File: src/design/posadd_pkg.sv
// Package with the posit(6,2) format constants, the decoded operand type and the decoder.
package posadd_pkg;

  localparam int POSIT_WIDTH = 6;
  localparam int EXP_BITS    = 2;
  localparam int BODY_W      = POSIT_WIDTH - 1;
  localparam int FRAC_W      = POSIT_WIDTH - 3 - EXP_BITS;
  localparam int SIG_W       = FRAC_W + 1;
  localparam int GUARD_W     = 3;
  localparam int ALIGN_W     = SIG_W + GUARD_W;
  localparam int SUM_W       = ALIGN_W + 1;
  localparam int RUN_W       = $clog2(POSIT_WIDTH + 1);
  localparam int SHIFT_W     = $clog2(ALIGN_W + 1);
  localparam int PIDX_W      = $clog2(SUM_W);
  localparam int MAX_SCALE   = (POSIT_WIDTH - 2) * (2 ** EXP_BITS);
  localparam int SCALE_W     = $clog2(MAX_SCALE + 1) + 3;
  localparam int PAT_W       = 2 + EXP_BITS + (SUM_W - 1) + (POSIT_WIDTH - 2);

  localparam logic [POSIT_WIDTH-1:0] NAR         = {1'b1, {BODY_W{1'b0}}};
  localparam logic [POSIT_WIDTH-1:0] ZERO_WORD   = '0;
  localparam logic [BODY_W-1:0]      MAXPOS_BODY = '1;
  localparam logic [BODY_W-1:0]      MINPOS_BODY = BODY_W'(1);

  typedef struct packed {
    logic                      neg;
    logic signed [SCALE_W-1:0] scale;
    logic [SIG_W-1:0]          sig;
  } unpacked_t;

  function automatic unpacked_t unpack(input logic [POSIT_WIDTH-1:0] x);
    unpacked_t                 u;
    logic [POSIT_WIDTH-1:0]    mag;
    logic [BODY_W-1:0]         body;
    logic [BODY_W-1:0]         tail;
    logic                      rbit;
    logic                      done;
    logic [RUN_W-1:0]          run;
    logic signed [SCALE_W-1:0] k;
    logic [EXP_BITS-1:0]       e;
    u.neg = x[POSIT_WIDTH-1];
    mag   = u.neg ? (~x + POSIT_WIDTH'(1)) : x;
    body  = mag[BODY_W-1:0];
    rbit  = body[BODY_W-1];
    run   = '0;
    done  = 1'b0;
    for (int i = BODY_W - 1; i >= 0; i--) begin
      if (!done && (body[i] == rbit)) begin
        run = run + RUN_W'(1);
      end else begin
        done = 1'b1;
      end
    end
    tail  = body << (run + RUN_W'(1));
    e     = tail[BODY_W-1 -: EXP_BITS];
    u.sig = {1'b1, tail[BODY_W-1-EXP_BITS -: FRAC_W]};
    k     = $signed({{(SCALE_W - RUN_W){1'b0}}, run});
    if (rbit) begin
      k = k - SCALE_W'(1);
    end else begin
      k = -k;
    end
    u.scale = (k <<< EXP_BITS) + $signed({{(SCALE_W - EXP_BITS){1'b0}}, e});
    return u;
  endfunction

endpackage

File: src/design/posit_6_2_adder.sv
// Top level of the posit(6,2) adder: operand register, single-pass add, result register.
//
//   channel | valid     | stall     | payload
//   --------+-----------+-----------+----------------------
//   input   | in_valid  | in_stall  | operand_a, operand_b
//   output  | out_valid | out_stall | sum_word
//
// Each transaction passes first through the operand register and then through
// the decode, align, add and encode logic into the result register. A new
// transaction is accepted every cycle while the input is not stalled.
// Reset empties both registers; no transaction is lost or repeated.
// While the output is stalled with a result waiting, a held operand pair
// stalls the input.
module posit_6_2_adder
  import posadd_pkg::*;
(
  input  logic                   clk,
  input  logic                   rst,
  input  logic                   in_valid,
  output logic                   in_stall,
  input  logic [POSIT_WIDTH-1:0] operand_a,
  input  logic [POSIT_WIDTH-1:0] operand_b,
  output logic                   out_valid,
  input  logic                   out_stall,
  output logic [POSIT_WIDTH-1:0] sum_word
);

  logic                   hold_valid;
  logic [POSIT_WIDTH-1:0] hold_a;
  logic [POSIT_WIDTH-1:0] hold_b;
  logic                   advance;

  unpacked_t                 ua;
  unpacked_t                 ub;
  unpacked_t                 big;
  unpacked_t                 sml;
  logic signed [SCALE_W-1:0] diff;
  logic [SHIFT_W-1:0]        shift;
  logic [2*ALIGN_W-1:0]      wide;
  logic [ALIGN_W-1:0]        s_al;
  logic                      sticky;
  logic [SUM_W-1:0]          big_al;
  logic [SUM_W-1:0]          res;
  logic [PIDX_W-1:0]         p;
  logic [SUM_W-1:0]          norm;
  logic signed [SCALE_W-1:0] rscale;
  logic signed [SCALE_W-1:0] rk;
  logic                      rpos;
  logic [RUN_W-1:0]          rsh;
  logic [PAT_W-1:0]          pat;
  logic [PAT_W-1:0]          shifted;
  logic [BODY_W-1:0]         mag;
  logic [POSIT_WIDTH-1:0]    sum_next;

  assign advance  = !out_valid || !out_stall;
  assign in_stall = hold_valid && !advance;

  always_comb begin
    ua = unpack(hold_a);
    ub = unpack(hold_b);
    if ((ua.scale > ub.scale) || ((ua.scale == ub.scale) && (ua.sig >= ub.sig))) begin
      big = ua;
      sml = ub;
    end else begin
      big = ub;
      sml = ua;
    end
    diff   = big.scale - sml.scale;
    shift  = (diff > ALIGN_W) ? SHIFT_W'(ALIGN_W) : diff[SHIFT_W-1:0];
    wide   = {sml.sig, {GUARD_W{1'b0}}, {ALIGN_W{1'b0}}} >> shift;
    s_al   = wide[2*ALIGN_W-1:ALIGN_W];
    sticky = |wide[ALIGN_W-1:0];
    big_al = {1'b0, big.sig, {GUARD_W{1'b0}}};
    if (big.neg == sml.neg) begin
      res = big_al + {1'b0, s_al};
    end else begin
      res = big_al - {1'b0, s_al} - SUM_W'(sticky);
    end

    p = '0;
    for (int i = 0; i < SUM_W; i++) begin
      if (res[i]) begin
        p = PIDX_W'(i);
      end
    end
    norm   = res << (PIDX_W'(SUM_W - 1) - p);
    rscale = big.scale + $signed({{(SCALE_W - PIDX_W){1'b0}}, p})
             - SCALE_W'(ALIGN_W - 1);
    rk      = rscale >>> EXP_BITS;
    rpos    = !rk[SCALE_W-1];
    rsh     = rpos ? rk[RUN_W-1:0] : ~rk[RUN_W-1:0];
    pat     = {rpos, !rpos, rscale[EXP_BITS-1:0], norm[SUM_W-2:0],
               {(POSIT_WIDTH - 2){1'b0}}};
    shifted = $signed(pat) >>> rsh;

    if (rscale > MAX_SCALE) begin
      mag = MAXPOS_BODY;
    end else if (rscale < -MAX_SCALE) begin
      mag = MINPOS_BODY;
    end else begin
      mag = shifted[PAT_W-1 -: BODY_W];
      if (mag == '0) begin
        mag = MINPOS_BODY;
      end
    end

    if ((hold_a == NAR) || (hold_b == NAR)) begin
      sum_next = NAR;
    end else if (hold_a == ZERO_WORD) begin
      sum_next = hold_b;
    end else if (hold_b == ZERO_WORD) begin
      sum_next = hold_a;
    end else if (res == '0) begin
      sum_next = ZERO_WORD;
    end else if (big.neg) begin
      sum_next = ~{1'b0, mag} + POSIT_WIDTH'(1);
    end else begin
      sum_next = {1'b0, mag};
    end
  end

  always_ff @(posedge clk) begin
    if (rst) begin
      hold_valid <= 1'b0;
      out_valid  <= 1'b0;
    end else begin
      if (!in_stall) begin
        hold_valid <= in_valid;
      end
      if (advance) begin
        out_valid <= hold_valid;
      end
    end
    if (!in_stall && in_valid) begin
      hold_a <= operand_a;
      hold_b <= operand_b;
    end
    if (advance && hold_valid) begin
      sum_word <= sum_next;
    end
  end

  a_nar_result: assert property (@(posedge clk) disable iff (rst)
    advance && hold_valid && ((hold_a == NAR) || (hold_b == NAR)) |=> sum_word == NAR)
    else $error("NaR operand did not give a NaR sum");

  a_zero_pass: assert property (@(posedge clk) disable iff (rst)
    advance && hold_valid && (hold_a == ZERO_WORD) |=> sum_word == $past(hold_b))
    else $error("Zero first operand did not pass the second operand through");

  a_stall_cause: assert property (@(posedge clk) disable iff (rst)
    in_stall |-> hold_valid && out_valid && out_stall)
    else $error("Input stalled while the pipeline had room");

endmodule
File: config.mk
export PLATFORM = sky130hd
export DESIGN_NAME = posit_6_2_adder
export DESIGN_NICKNAME = d
export VERILOG_FILES = /design/src/design/posadd_pkg.sv /design/src/design/posit_6_2_adder.sv
export SDC_FILE = /design/constraint.sdc
export NUM_CORES = 1
export LEC_CHECK = 0
export BUFFER_PORTS_ARGS = -buffer_cell sky130_fd_sc_hd__buf_2
export CAP_MARGIN = 25
export CORE_AREA = 2 2 124 126
export DETAILED_ROUTE_END_ITERATION = 12
export DIE_AREA = 0 0 126 128
export PLACE_DENSITY = 0.44
export SKIP_LAST_GASP = 1
export SLEW_MARGIN = 20
export SYNTH_ARGS = -nofsm -noshare
export SYNTH_HDL_FRONTEND = slang
export SYNTH_SLANG_ARGS = --single-unit
export TNS_END_PERCENT = 100
File: constraint.sdc
create_clock -name clk -period 14.15 [get_ports clk]
set_clock_uncertainty 0.05 [all_clocks]
set_input_delay 0 -clock clk [delete_from_list [all_inputs] [get_ports clk]]
set_output_delay 0 -clock clk [all_outputs]
set_load 0.01 [all_outputs]
* Yosys cells after proc, flatten, opt, wreduce, memory -nomap -nowiden *
Index checks and enable logic that the tools add are counted.

storage, ports and cells
  bits in registers = 20
  bits in latches = 0
  memory bits (writable) = 0
  bits in read-only memories = 0
  bits of input ports = 16
  logic and storage cells = 117
  memories = 0

cells by class
  $add $sub $neg = 24
  $mul = 0
  div/mod/pow operators = 0
  magnitude comparators = 5
  equality and inequality tests = 12
  shifts and indexed selects = 5
  muxes and demuxes = 35
  bitwise gates (word level) = 4
  reductions and logical operators = 27

operators by type and width
  cell                                                 count
  two-way mux 6 bit                                    7
  two-way mux 3 bit                                    12
  two-way mux 5 bit                                    5
  two-way mux 11 bit                                   2
  adder 3 x 1 -> 3 bit (second input constant)         6
  logical NOT 6 bit                                    3
  adder 8 x 3 -> 8 bit                                 2
  >>> shifter 13 x 3 -> 13 bit                         1
  == test 6 bit (second input constant)                2
  negation 3 -> 6 bit                                  2
  adder 5 x 1 -> 5 bit (second input constant)         2
  logical AND 1 bit                                    10
  NOT 5 bit                                            2
  << shifter 5 x 3 -> 5 bit                            2
  >> shifter 10 x 3 -> 10 bit                          1
  == test 1 bit                                        9
  logical NOT 1 bit                                    9
  adder 8 x 4 -> 8 bit                                 1
  == test 8 bit                                        1
  > comparator 8 x 4 -> 1 bit (second input constant)  1
  > comparator 8 x 6 -> 1 bit (second input constant)  1
  > comparator 8 bit                                   1
  < comparator 8 x 5 -> 1 bit (second input constant)  1
  subtractor 3 x 1 -> 4 bit (second input constant)    2
  other kinds (17)                                     27

* Depth between registers and ports, before layout *
Gate-level depths: netlist of the first run.

  depth after elaboration = 46
  gate-level depth with buffers = 63
  gate-level depth less buffers = 60

* Least setup slack after synthesis of the first run *
No wires, ideal clock.

  kind = register -> register
  start point = register hold_b[0]
  end point = register sum_word[1] (data pin)
  data arrival time = 10546 ps
  path slack = 3273 ps
  stages on the path, launching flop included = 56
  path buffers = 5
  clock period less this slack = 10877 ps
  cell sequence = edfxtp_1 -> buf_6 -> inv_1 -> ha_1 -> nor3b_1 -> o211a_1 -> buf_2 -> buf_1 -> a31oi_1 -> ha_1 -> clkbuf_1 -> nand2_1 -> a211oi_1 -> nor3_1 -> ha_1 -> nor2b_1 -> o21a_1 -> o21a_1 -> [20 not listed] -> ha_1 -> inv_1 -> fa_1 -> inv_1 -> a21oi_1 -> o21bai_1 -> nand2_1 -> a31oi_1 -> clkbuf_1 -> o21ai_0 -> a21o_1 -> o32a_2 -> inv_1 -> ha_1 -> nor2_1 -> a21oi_1 -> a221oi_1 -> a211oi_1

on the way
  longest elaborated chain between the ends = 46
  elaborated cells between the ends (all ways) = 74
  classes of those cells = add/sub (16); order compare (5); eq/ne (7); shift (4); mux (26); bitwise (3); reduce/logical (13)

ends and longest elaborated chain
  item                                                           line                    source
  from (decl)                                                    posit_6_2_adder.sv:30   logic [POSIT_WIDTH-1:0] hold_b;
  from (signal assigned)                                         posit_6_2_adder.sv:136  hold_b <= operand_b;
  branches (longest 46 deep; another with adder 5 x 1 -> 5 bit)  n/a
  to (signal assigned)                                           posit_6_2_adder.sv:139  sum_word <= sum_next;
  to (decl)                                                      posit_6_2_adder.sv:25   output logic [POSIT_WIDTH-1:0] sum_word

Parallel ways; which one is timed is not known.
A chain may end at the register's enable or synchronous reset.

* Final worst setup path of the first run *
Same ends and word-level chain as after synthesis.

==> summary.md, run 1 <==
| Metric | Value |
|---|---|
| Max_cap viols | 0 |
| Clock tree buffer depth | 2 |
| Max Fclk | between 0.07 and 0.08 GHz |
| Die Y | roughly 130 µm |
| Number of H-tree levels | 1 |
| # rows | 45 |
| Count leader, synth | nand2_1 |
| Worst skew pair latency | roughly 0.25 ns |
| Antenna Nets Post-Route | 0 |
| Core box area | 0.0149 mm² |
| Worst setup EP type | flip-flop |
| DP Cell Count | between 600 and 700 |
| EDFF count, synth | 18 |
| Post-layout nets | between 500 and 600 |
| PortBufs | 23 |
| Post-route DRC | 0 |
| Fin cells | between 600 and 700 |
| Hold slack | just over 0.3 ns |
| Status | finished, final reports clean |
| Cts bufs inserted | 3 |
| Die area | about 0.016 mm² |
| Slew margin rel. | 35.1% |
| WP data arrival | between 10 and 15 ns |
| Post-synth top cells | nand2_1, nor2_1, ha_1 |
| Crit path depth | 54 |
| Largest stage delay on the critical path | between 0.7 and 0.8 ns |
| CTS Root Cell | clkbuf_16 |
| Total wire length | around 9600 µm |
| Total grt overflow | 0 |
| Top delay family on crit path | compound AO/OA/AOI/OAI gates |
| CP startpoint kind | flip-flop |
| P&R area growth vs syn | 12.5% |
| Vias | approximately 3600 |
| Synthesized Nets | about 540 |
| Final GP Congestion | 0.875 |
| Starting Density | 24.5% |
| Synth Register Bits | 20 |
| R2R depth | between 50 and 60 |
| DIE WIDTH | approximately 130 µm |
| ANT cells | 0 |
| Register clock-pin slew on the reported worst setup and hold paths | approximately 0.05 ns |
| Design Area, Final | 0.00410 mm² |
| Ys async rst share | 0% |
| Initial antenna violation count | 0 |
| CTS tree | built |
| DP Wirelength | about 7600 µm |
| Detailed Route Iter0 Violations | around 280 |
| Crit path from | hold_b[0]$_DFFE_PP_ |
| Synth Warn # | 0 |
| Total GRT Usage | a little under an eighth |
| Setup CP Type | reg -> reg |
| Gate Count Post-Synth | roughly 490 |
| Vias in the first global route | about 3300 |
| Most used DFF post-synth | edfxtp_1 |
| Cell taking the most area after synthesis | edfxtp_1 |
| WP buf/inv | 5 |
| Vias per cell | 5.15 |
| # clock sinks | 20 |
| Critical Path RT | around 14 ns |
| Endpoints failing setup | 0 |
| Io pins | 24 |
| Worst Tran Pin Value | ~0.95 ns |
| CP max FO | 25 |
| Max-slew violation count | 0 |
| Largest net degree at the start of global routing | 26 |
| Main area contributors after synthesis | edfxtp_1, ha_1, nand2_1, nor2_1, o21ai_0 |
| Proportion of layout cells with a drive suffix above 1 | 9.92% |
| Drt pass-1 iters | 5 |
| Routed len/inst | between 10 and 15 µm |
| Placed Area | 0.00386 mm² |
| Worst reg-to-reg setup slack | around 1.4 ns |
| Crit share post-route | 90.3% |
| First-pass GRT wire length | 16000 µm |
| CP max-delay cell | xor2_1 |
| Final TNS setup | 0 ns |
| Worst Setup EP | sum_word[1]$_SDFFCE_PP0P_ |
| Synth unique cells | 78 |
| Top cell by count, worst path | ha_1 |
| Post-Syn Area | about 0.0036 mm² |
| Register area share after synthesis | between 15 and 20% |
| Post-Syn Area per Cell | 7.48 µm² |
| Minimum clock period | 12.78 ns |
| Final hold vios | 0 |
| Area share of the largest cell type after synthesis | around 15% |
| Worst r2r src | hold_b[0]$_DFFE_PP_ |
| Worst R2R End | sum_word[1]$_SDFFCE_PP0P_ |
| RSZ-0062 raised after global routing | false |
| Hold Crit Class | in -> reg |
sequential cells by signal, indices dropped and copies added (netlist names):
signal / count
hold_a: 6
hold_b: 6
out_valid: 1
hold_valid: 1
sum_word: 6
placed cells by master (no fill, tap or decap), types with 6 or more instances in the layout:
cell type / instances
mux2i_1: 9
nor2_1: 46
ha_1: 35
nand2_1: 51
buf_2: 23
inv_1: 33
xor2_1: 8
nand2b_1: 10
o211ai_1: 6
a31oi_1: 8
a21o_1: 7
nand3_1: 18
o21ai_0: 30
nand4_1: 8
a21oi_1: 25
xnor2_1: 14
edfxtp_1: 18
nor2b_1: 8
nor3_1: 13
dlygate4sd3_1: 15
through the flow:
stage	setup WS, ns	util, %
6_report	1.37	27.6
3_3_place_gp	1.48	26.0
2_1_floorplan	3.27	-
3_5_place_dp	1.31	26.0
4_1_cts	1.26	27.5
5_1_grt	0.0581	27.6
kinds of logic (layout without fill, tap and decap cells):
kind of cell	Yosys count	in the layout	share of synthesized area (%)
and+or+nand+nor	189	189	25.9
AOI/OAI and AO/OA	146	146	29.2
muxes	10	10	2.78
xor gates and xnor gates	24	24	6.18
buffers and inverters	62	79	7.42
adders and majority gates	36	36	12.6
DFF	20	20	15.9
worst min-delay path by stage:
stage | start | to | slack [ns] | cells past startpoint
floorplan | rst | hold_valid$_SDFFE_PP0N_ | 0.02 | 1
global placement | rst | hold_valid$_SDFFE_PP0N_ | 0.13 | 2
detailed placement | operand_b[2] | hold_b[2]$_DFFE_PP_ | 0.13 | 1
CTS | in_valid | hold_a[3]$_DFFE_PP_ | 0.32 | 2
global route | in_valid | hold_a[3]$_DFFE_PP_ | 0.34 | 2
finish | in_valid | hold_a[4]$_DFFE_PP_ | 0.31 | 2
worst register-to-register path: cells and delay by family (launching register included):
family | cells | cell delay (ns)
xor gates and xnor gates | 2 | 0.95
adders and majority gates | 10 | 3.10
and+or+nand+nor | 14 | 2.78
AOI/OAI and AO/OA | 23 | 4.50
buffers and inverters | 5 | 0.63
DFF | 1 | 0.51
routing by layer:
metal	share of wire (%)	track usage (%)
met5	0	0
met1	50	16.4
met3	2.0	0.250
met4	1.6	3.23
met2	46	19.8
what timing repair did:
item | 4_1_cts | 5_1_grt
hold endpoints to repair | 14 | 0
resized for setup | 0 | 0
hold buffers | 15 | 0
buffers inserted | 0 | 0
final cells by class:
class                      instances  area [µm²]
clock buffer                       3        75.1
clock inverter                     1        3.75
fill                            1629       10800
inverter                          35         131
multi-input combinational        405        2790
sequential                        20         581
tap                              188         235
timing repair buffer              40         280
Power of run 1 is left out: the tool's default activity adds up to more than one toggle a clock period on the data nets, which glitch-free logic cannot reach.
==> run 2, diff against run 1 <==
--- a/config.mk
+++ b/config.mk
@@ -5,11 +5,13 @@
 export SDC_FILE = /design/constraint.sdc
 export NUM_CORES = 1
 export LEC_CHECK = 0
+export ABC_AREA = 1
 export BUFFER_PORTS_ARGS = -buffer_cell sky130_fd_sc_hd__buf_2
 export CAP_MARGIN = 25
-export CORE_AREA = 2 2 124 126
+export CORE_AREA = 2 2 122 124
+export CTS_CLUSTER_SIZE = 12
 export DETAILED_ROUTE_END_ITERATION = 12
-export DIE_AREA = 0 0 126 128
+export DIE_AREA = 0 0 124 126
 export PLACE_DENSITY = 0.44
 export SKIP_LAST_GASP = 1
 export SLEW_MARGIN = 20
==> run 2 against run 1 <==
Non-clock buffer count shrank 2. Sequential share of layout area grew 0.21 points. Global-route usage shrank 0.43 points. Cell count grew 10%.
==> summary.md, run 2 <==
| Metric | Value |
|---|---|
| Worst setup EP type | flip-flop |
| Crit path from | hold_a[0]$_DFFE_PP_ |
| Worst reg-to-reg setup slack | between 3 and 4 ns |
| Minimum clock period | ~11 ns |
| Top cell by count, worst path | nand2_1 |
| Final hold vios | 0 |
| DIE WIDTH | between 100 and 150 µm |
| Setup CP Type | reg -> reg |
| Number of H-tree levels | 1 |
| Largest stage delay on the critical path | approximately 0.50 ns |
| Register clock-pin slew on the reported worst setup and hold paths | ~0.050 ns |
| Post-Syn Area per Cell | 6.48 µm² |
| Proportion of layout cells with a drive suffix above 1 | between 10% and 20% |
| Compound-Gate Fraction of Synth Area | 12.9% |
| Mux share of post-synthesis cell area | 0% |
| Gate Count Post-Synth | around 540 |
| Worst r2r src | hold_a[0]$_DFFE_PP_ |
| WP data arrival | about 11 ns |
| Worst R2R End | sum_word[2]$_SDFFCE_PP0P_ |
| Worst Tran Pin Value | about 0.58 ns |
| DP Cell Count | 744 |
| Final TNS setup | 0 ns |
| Drt pass-1 iters | 4 |
| Routed len/inst | roughly 11 µm |
| Hold Crit Class | in -> reg |
| Clock tree buffer depth | 2 |
| ANT cells | 0 |
| Max Fclk | ~0.092 GHz |
| Main combinational cell family by area after synthesis | simple AND/OR/NAND/NOR gates |
| Cell taking the most area after synthesis | nand2_1 |
| P&R area growth vs syn | 15.3% |
| Synth Warn # | 0 |
| Cts bufs inserted | 3 |
| Die Y | around 130 µm |
| Core box area | approximately 0.014 mm² |
| R2R depth | 72 |
| Detailed Route Iter0 Violations | 148 |
| Crit share post-route | 76.9% |
| CP max-delay cell | edfxtp_1 |
| Vias | 3413 |
| Die area | approximately 0.016 mm² |
| Ys async rst share | 0% |
| Most frequent cells in the layout | nand2_1, inv_1, nand3_1 |
| Antenna Nets Post-Route | 0 |
| Most used DFF post-synth | edfxtp_1 |
| Post CTS Setup Buffer Count | 0 |
| Register area share after synthesis | between 10% and 20% |
| Area share of the largest cell type after synthesis | around 16% |
| Synth Register Bits | 20 |
| Post-synth top cells | nand2_1, inv_1, nand3_1 |
| Synth Area in Adders | 13.1% |
| Worst Setup EP | sum_word[2]$_SDFFCE_PP0P_ |
| CP max FO | 14 |
| Initial antenna violation count | 0 |
| CTS tree | built |
| Worst skew pair latency | roughly 0.25 ns |
| Total GRT Usage | a little under an eighth |
| RSZ-0062 raised after global routing | false |
| Fin cells | 763 |
| Main area contributors after synthesis | nand2_1, edfxtp_1, ha_1, inv_1, nand3_1 |
| Synthesized Nets | approximately 590 |
| Final GP Congestion | approximately 0.77 |
| Max-slew violation count | 0 |
| DP Wirelength | ~7200 µm |
| Count leader, synth | nand2_1 |
| # clock sinks | 20 |
| Post-Synth Simple-Gate Area | 41.7% |
| Max_cap viols | 0 |
| Endpoints failing setup | 0 |
| CP startpoint kind | flip-flop |
| # rows | 44 |
| Starting Density | about a quarter |
| First-pass GRT wire length | between 10000 and 15000 µm |
| Slew margin rel. | between 60 and 70% |
| Biggest regs | hold_a (6), hold_b (6), sum_word (6) |
| Post-Syn Area | 0.00350 mm² |
| Post-route DRC | 0 |
| Commonest non-fill, non-tap cell in the layout | nand2_1 |
| Synth unique cells | 43 |
| EDFF count, synth | 18 |
| Vias per cell | approximately 4.5 |
| Vias in the first global route | between 3000 and 4000 |
| Post-layout nets | ~630 |
| Status | finished, final reports clean |
| Total wire length | roughly 8400 µm |
| CTS Root Cell | clkbuf_16 |
| Io pins | 24 |
| Total grt overflow | 0 |
| PortBufs | 23 |
| Largest net degree at the start of global routing | 15 |
| Critical Path RT | roughly 14 ns |
| Post-Synth XOR/XNOR Area | approximately 3.3% |
| Hold_sp | out_stall |
[run 2: changes by cell type after synthesis, sizes merged, moves of 9 or more]
cell / change
xnor2: -10
nand2: +127
clkbuf: -11
mux2i: -9
nand3: +39
nor3: -13
nand2b: -10
buf: -12
nor2: -19
inv: +70
[run 2: area by class of cell]
| class | instances | area, µm² |
|---|---|---|
| timing repair buffer | 38 | 265 |
| sequential | 20 | 581 |
| inverter | 105 | 402 |
| fill | 1593 | 10300 |
| tap | 184 | 230 |
| multi-input combinational | 412 | 2480 |
| clock buffer | 4 | 78.8 |
[run 2: cell families after synthesis]
kind of cell	after synthesis
AND/OR/NAND/NOR	288
buffers and inverters	109
adder cells (fa/ha/maj)	36
flip-flops	20
AO/OA/AOI/OAI	75
XOR/XNOR	13
[run 2: stage by stage]
step | setup slack (ns) | utilization [%] | hold slack (ns) | cell area [µm²]
finish | 3.27 | 28.2 | 0.0985 | 4040
floorplan | 4.84 | - | 0.0191 | 3500
CTS | 3.22 | 28.2 | 0.0998 | 4040
global route | 1.92 | 28.2 | 0.143 | 4040
global placement | 3.32 | 26.6 | 0.128 | 3810
detailed placement | 3.25 | 26.6 | 0.128 | 3810
[run 2: worst min path at each step]
| stage | endpoint | slack [ns] | cells after the start |
|---|---|---|---|
| detailed placement | hold_a[1]$_DFFE_PP_ | 0.13 | 1 |
| CTS | hold_valid$_SDFFE_PP0N_ | 0.1 | 5 |
| floorplan | hold_valid$_SDFFE_PP0N_ | 0.02 | 1 |
| global placement | hold_b[5]$_DFFE_PP_ | 0.13 | 1 |
| finish | hold_valid$_SDFFE_PP0N_ | 0.1 | 5 |
| global route | hold_valid$_SDFFE_PP0N_ | 0.14 | 5 |
[run 2: layer usage]
layer | global-route usage, % | wire, µm | vias to the layer above
met4 | 1.78 | 42 | 0
met5 | 0 | 0 | -
met2 | 20.4 | 4100 | 36
met1 | 14.9 | 4150 | 1529
met3 | 0.589 | 126 | 4
li1 | - | - | 1844
[run 2: worst max-delay path, delay by kind of cell, from the launching register on]
kind	cells	cell delay [ns]
fa+ha+maj	11	2.82
flops	1	0.50
xor+xnor	2	0.34
compound gates	8	1.43
buf+inv	10	0.83
simple gates	41	4.65
[run 2: timing repair]
item | CTS | global route
endpoints found under the hold margin | 14 | 0
setup endpoints to repair | 0 | 0
gates resized for setup | 0 | 0
hold buffers | 15 | 0
Power of run 2 is left out for the same reason.
==> run 3, diff against run 2 <==
--- a/config.mk
+++ b/config.mk
@@ -5,14 +5,14 @@
 export SDC_FILE = /design/constraint.sdc
 export NUM_CORES = 1
 export LEC_CHECK = 0
-export ABC_AREA = 1
+export ABC_AREA = 0
 export BUFFER_PORTS_ARGS = -buffer_cell sky130_fd_sc_hd__buf_2
 export CAP_MARGIN = 25
-export CORE_AREA = 2 2 122 124
+export CORE_AREA = 2 2 124 126
 export CTS_CLUSTER_SIZE = 12
 export DETAILED_ROUTE_END_ITERATION = 12
-export DIE_AREA = 0 0 124 126
-export PLACE_DENSITY = 0.44
+export DIE_AREA = 0 0 126 128
+export PLACE_DENSITY = 0.46
 export SKIP_LAST_GASP = 1
 export SLEW_MARGIN = 20
 export SYNTH_ARGS = -nofsm -noshare
==> constraint.sdc (replaced) <==
create_clock -name clk -period 10 [get_ports clk]
set_clock_uncertainty 0.05 [all_clocks]
set_input_delay 0 -clock clk [delete_from_list [all_inputs] [get_ports clk]]
set_output_delay 0 -clock clk [all_outputs]
set_load 0.01 [all_outputs]
==> run 3 against run 2 <==
Cell count increased by 6.7%. Worst hold slack improved by 0.057 ns. First-iteration DRC count increased by 55%. Global-route usage increased by 1.9 points. Sequential share of layout area decreased by 4.0 points. Fmax increased by 10%. Highest routed layer unchanged. Non-clock buffer count increased by 125. Largest cell class unchanged. Count of clock-buffer cells in the layout decreased by 1. Register-to-register slack got worse by 3.1 ns. Critical path type unchanged.
==> summary.md, run 3 (synthesis results as in run 1) <==
| Metric | Value |
|---|---|
| Status | finished, final reports clean |
| Critical Path RT | just under 10 ns |
| CTS tree | built |
| Post-Route Utilization | between 30 and 40% |
| Endpoints failing setup | 0 |
| Hold Crit Class | in -> reg |
| CTS Root Cell | clkbuf_16 |
| Detailed Route Iter0 Violations | between 200 and 250 |
| Hold Path Cell Cnt | 4 |
| Final TNS setup | 0 ns |
| WP data arrival | roughly 9.8 ns |
| Worst Tran Pin Value | approximately 0.92 ns |
| Drt pass-1 iters | 4 |
| Total grt overflow | 0 |
| R2R depth | between 50 and 60 |
| DP Wirelength | 8670 µm |
| Initial antenna violation count | 0 |
| Slew margin rel. | between 30% and 40% |
| Vias in the first global route | ~3800 |
| Setup CP Type | reg -> reg |
| ANT cells | 0 |
| Die area | roughly 0.016 mm² |
| Commonest non-fill, non-tap cell in the layout | buf_4 |
| Number of H-tree levels | 1 |
| Minimum clock period | 9.87 ns |
| PortBufs | 23 |
| Starting Density | between 20% and 30% |
| Io pins | 24 |
| Cts bufs inserted | 3 |
| Max-slew violation count | 0 |
| Total wire length | around 11000 µm |
| Worst reg-to-reg setup slack | 0.13 ns |
| Worst skew pair latency | about 0.24 ns |
| Proportion of layout cells with a drive suffix above 1 | about two fifths |
| CP startpoint kind | flip-flop |
| Hold Path End | hold_valid$_SDFFE_PP0N_ |
| P&R area growth vs syn | 54.1% |
| Register clock-pin slew on the reported worst setup and hold paths | about 0.050 ns |
| Most frequent cells in the layout | buf_4, nand2_1, nor2_1 |
| Final GP Congestion | a little under 0.9 |
| Total GRT Usage | between 10% and 20% |
| Biggest regs | hold_a (6), hold_b (6), sum_word (6) |
| Clock tree buffer depth | 2 |
| Routed len/inst | approximately 14 µm |
| Max Fclk | 0.101 GHz |
| RSZ-0062 raised after global routing | true |
| # rows | 45 |
| Worst r2r src | hold_a[0]$_DFFE_PP_ |
| Largest net degree at the start of global routing | 15 |
| CP max-delay cell | or4_4 |
| Crit share post-route | a little over nine tenths |
| First-pass GRT wire length | approximately 18000 µm |
| Worst setup EP type | flip-flop |
| Max_cap viols | 0 |
| DIE WIDTH | ~130 µm |
| # clock sinks | 20 |
| Hold_sp | out_stall |
| CP max FO | 8 |
| Post-layout nets | just under 700 |
| Core box area | 0.0149 mm² |
| Worst R2R End | sum_word[1]$_SDFFCE_PP0P_ |
| Largest stage delay on the critical path | about 0.53 ns |
| Post-route DRC | 0 |
| Vias per cell | 4.92 |
| Die Y | 128 µm |
| Antenna Nets Post-Route | 0 |
| Final hold vios | 0 |
| Vias | approximately 4000 |
==> run 3: layout make-up <==
class                      count  area (µm²)
inverter                      35         131
timing repair buffer         163        1270
fill                        1532        9250
clock buffer                   3        75.1
sequential                    20         581
tap                          188         235
multi-input combinational    405        3320
==> run 3: timing repair <==
item / 4_1_cts / 5_1_grt
endpoints found under the hold margin: 14 / 0
cloned: 0 / 0
pin swaps: 12 / 61
gates resized for setup: 16 / 88
setup buffers: 14 / 20
setup endpoints to repair: 4 / 5
hold buffers: 15 / 0
==> run 3: per-layer routing <==
metal / track usage [%] / vias to the layer above / part of all wire, %
li1: - / 2086 / -
met1: 18.0 / 1865 / 48
met2: 22.9 / 43 / 49
met3: 0.501 / 10 / 1.4
met4: 3.62 / 0 / 1.8
met5: 0 / - / 0
==> run 3: worst max path at each step <==
stage / start / end / slack, ns / cells after the start
3_5_place_dp: hold_a[1]$_DFFE_PP_ / sum_word[1]$_SDFFCE_PP0P_ / -0.19 / 51
2_1_floorplan: hold_b[0]$_DFFE_PP_ / sum_word[1]$_SDFFCE_PP0P_ / 0.005 / 57
5_1_grt: hold_a[0]$_DFFE_PP_ / sum_word[1]$_SDFFCE_PP0P_ / -0.45 / 59
4_1_cts: hold_a[0]$_DFFE_PP_ / sum_word[1]$_SDFFCE_PP0P_ / 0.006 / 53
3_3_place_gp: hold_a[1]$_DFFE_PP_ / sum_word[1]$_SDFFCE_PP0P_ / -0.07 / 50
6_report: hold_a[0]$_DFFE_PP_ / sum_word[1]$_SDFFCE_PP0P_ / 0.13 / 51
==> run 3: through the flow <==
stage / instances / cell area, µm² / setup slack (ns) / hold slack, ns
2_1_floorplan: 487 / 3780 / 0.00548 / 0.0224
3_5_place_dp: 762 / 4650 / -0.195 / 0.129
5_1_grt: 814 / 5610 / -0.454 / 0.201
3_3_place_gp: 762 / 4650 / -0.0718 / 0.127
4_1_cts: 794 / 5050 / 0.00589 / 0.153
6_report: 814 / 5610 / 0.128 / 0.155
==> run 3: worst max-delay path, delay by kind of cell (launching register included) <==
kind | cells | cell delay [ns]
adders and majority gates | 8 | 2.33
and+or+nand+nor | 12 | 1.96
DFF | 1 | 0.42
buffers and inverters | 8 | 0.93
AOI/OAI and AO/OA | 22 | 3.74
xor gates and xnor gates | 1 | 0.13
Power of run 3 is left out for the same reason.
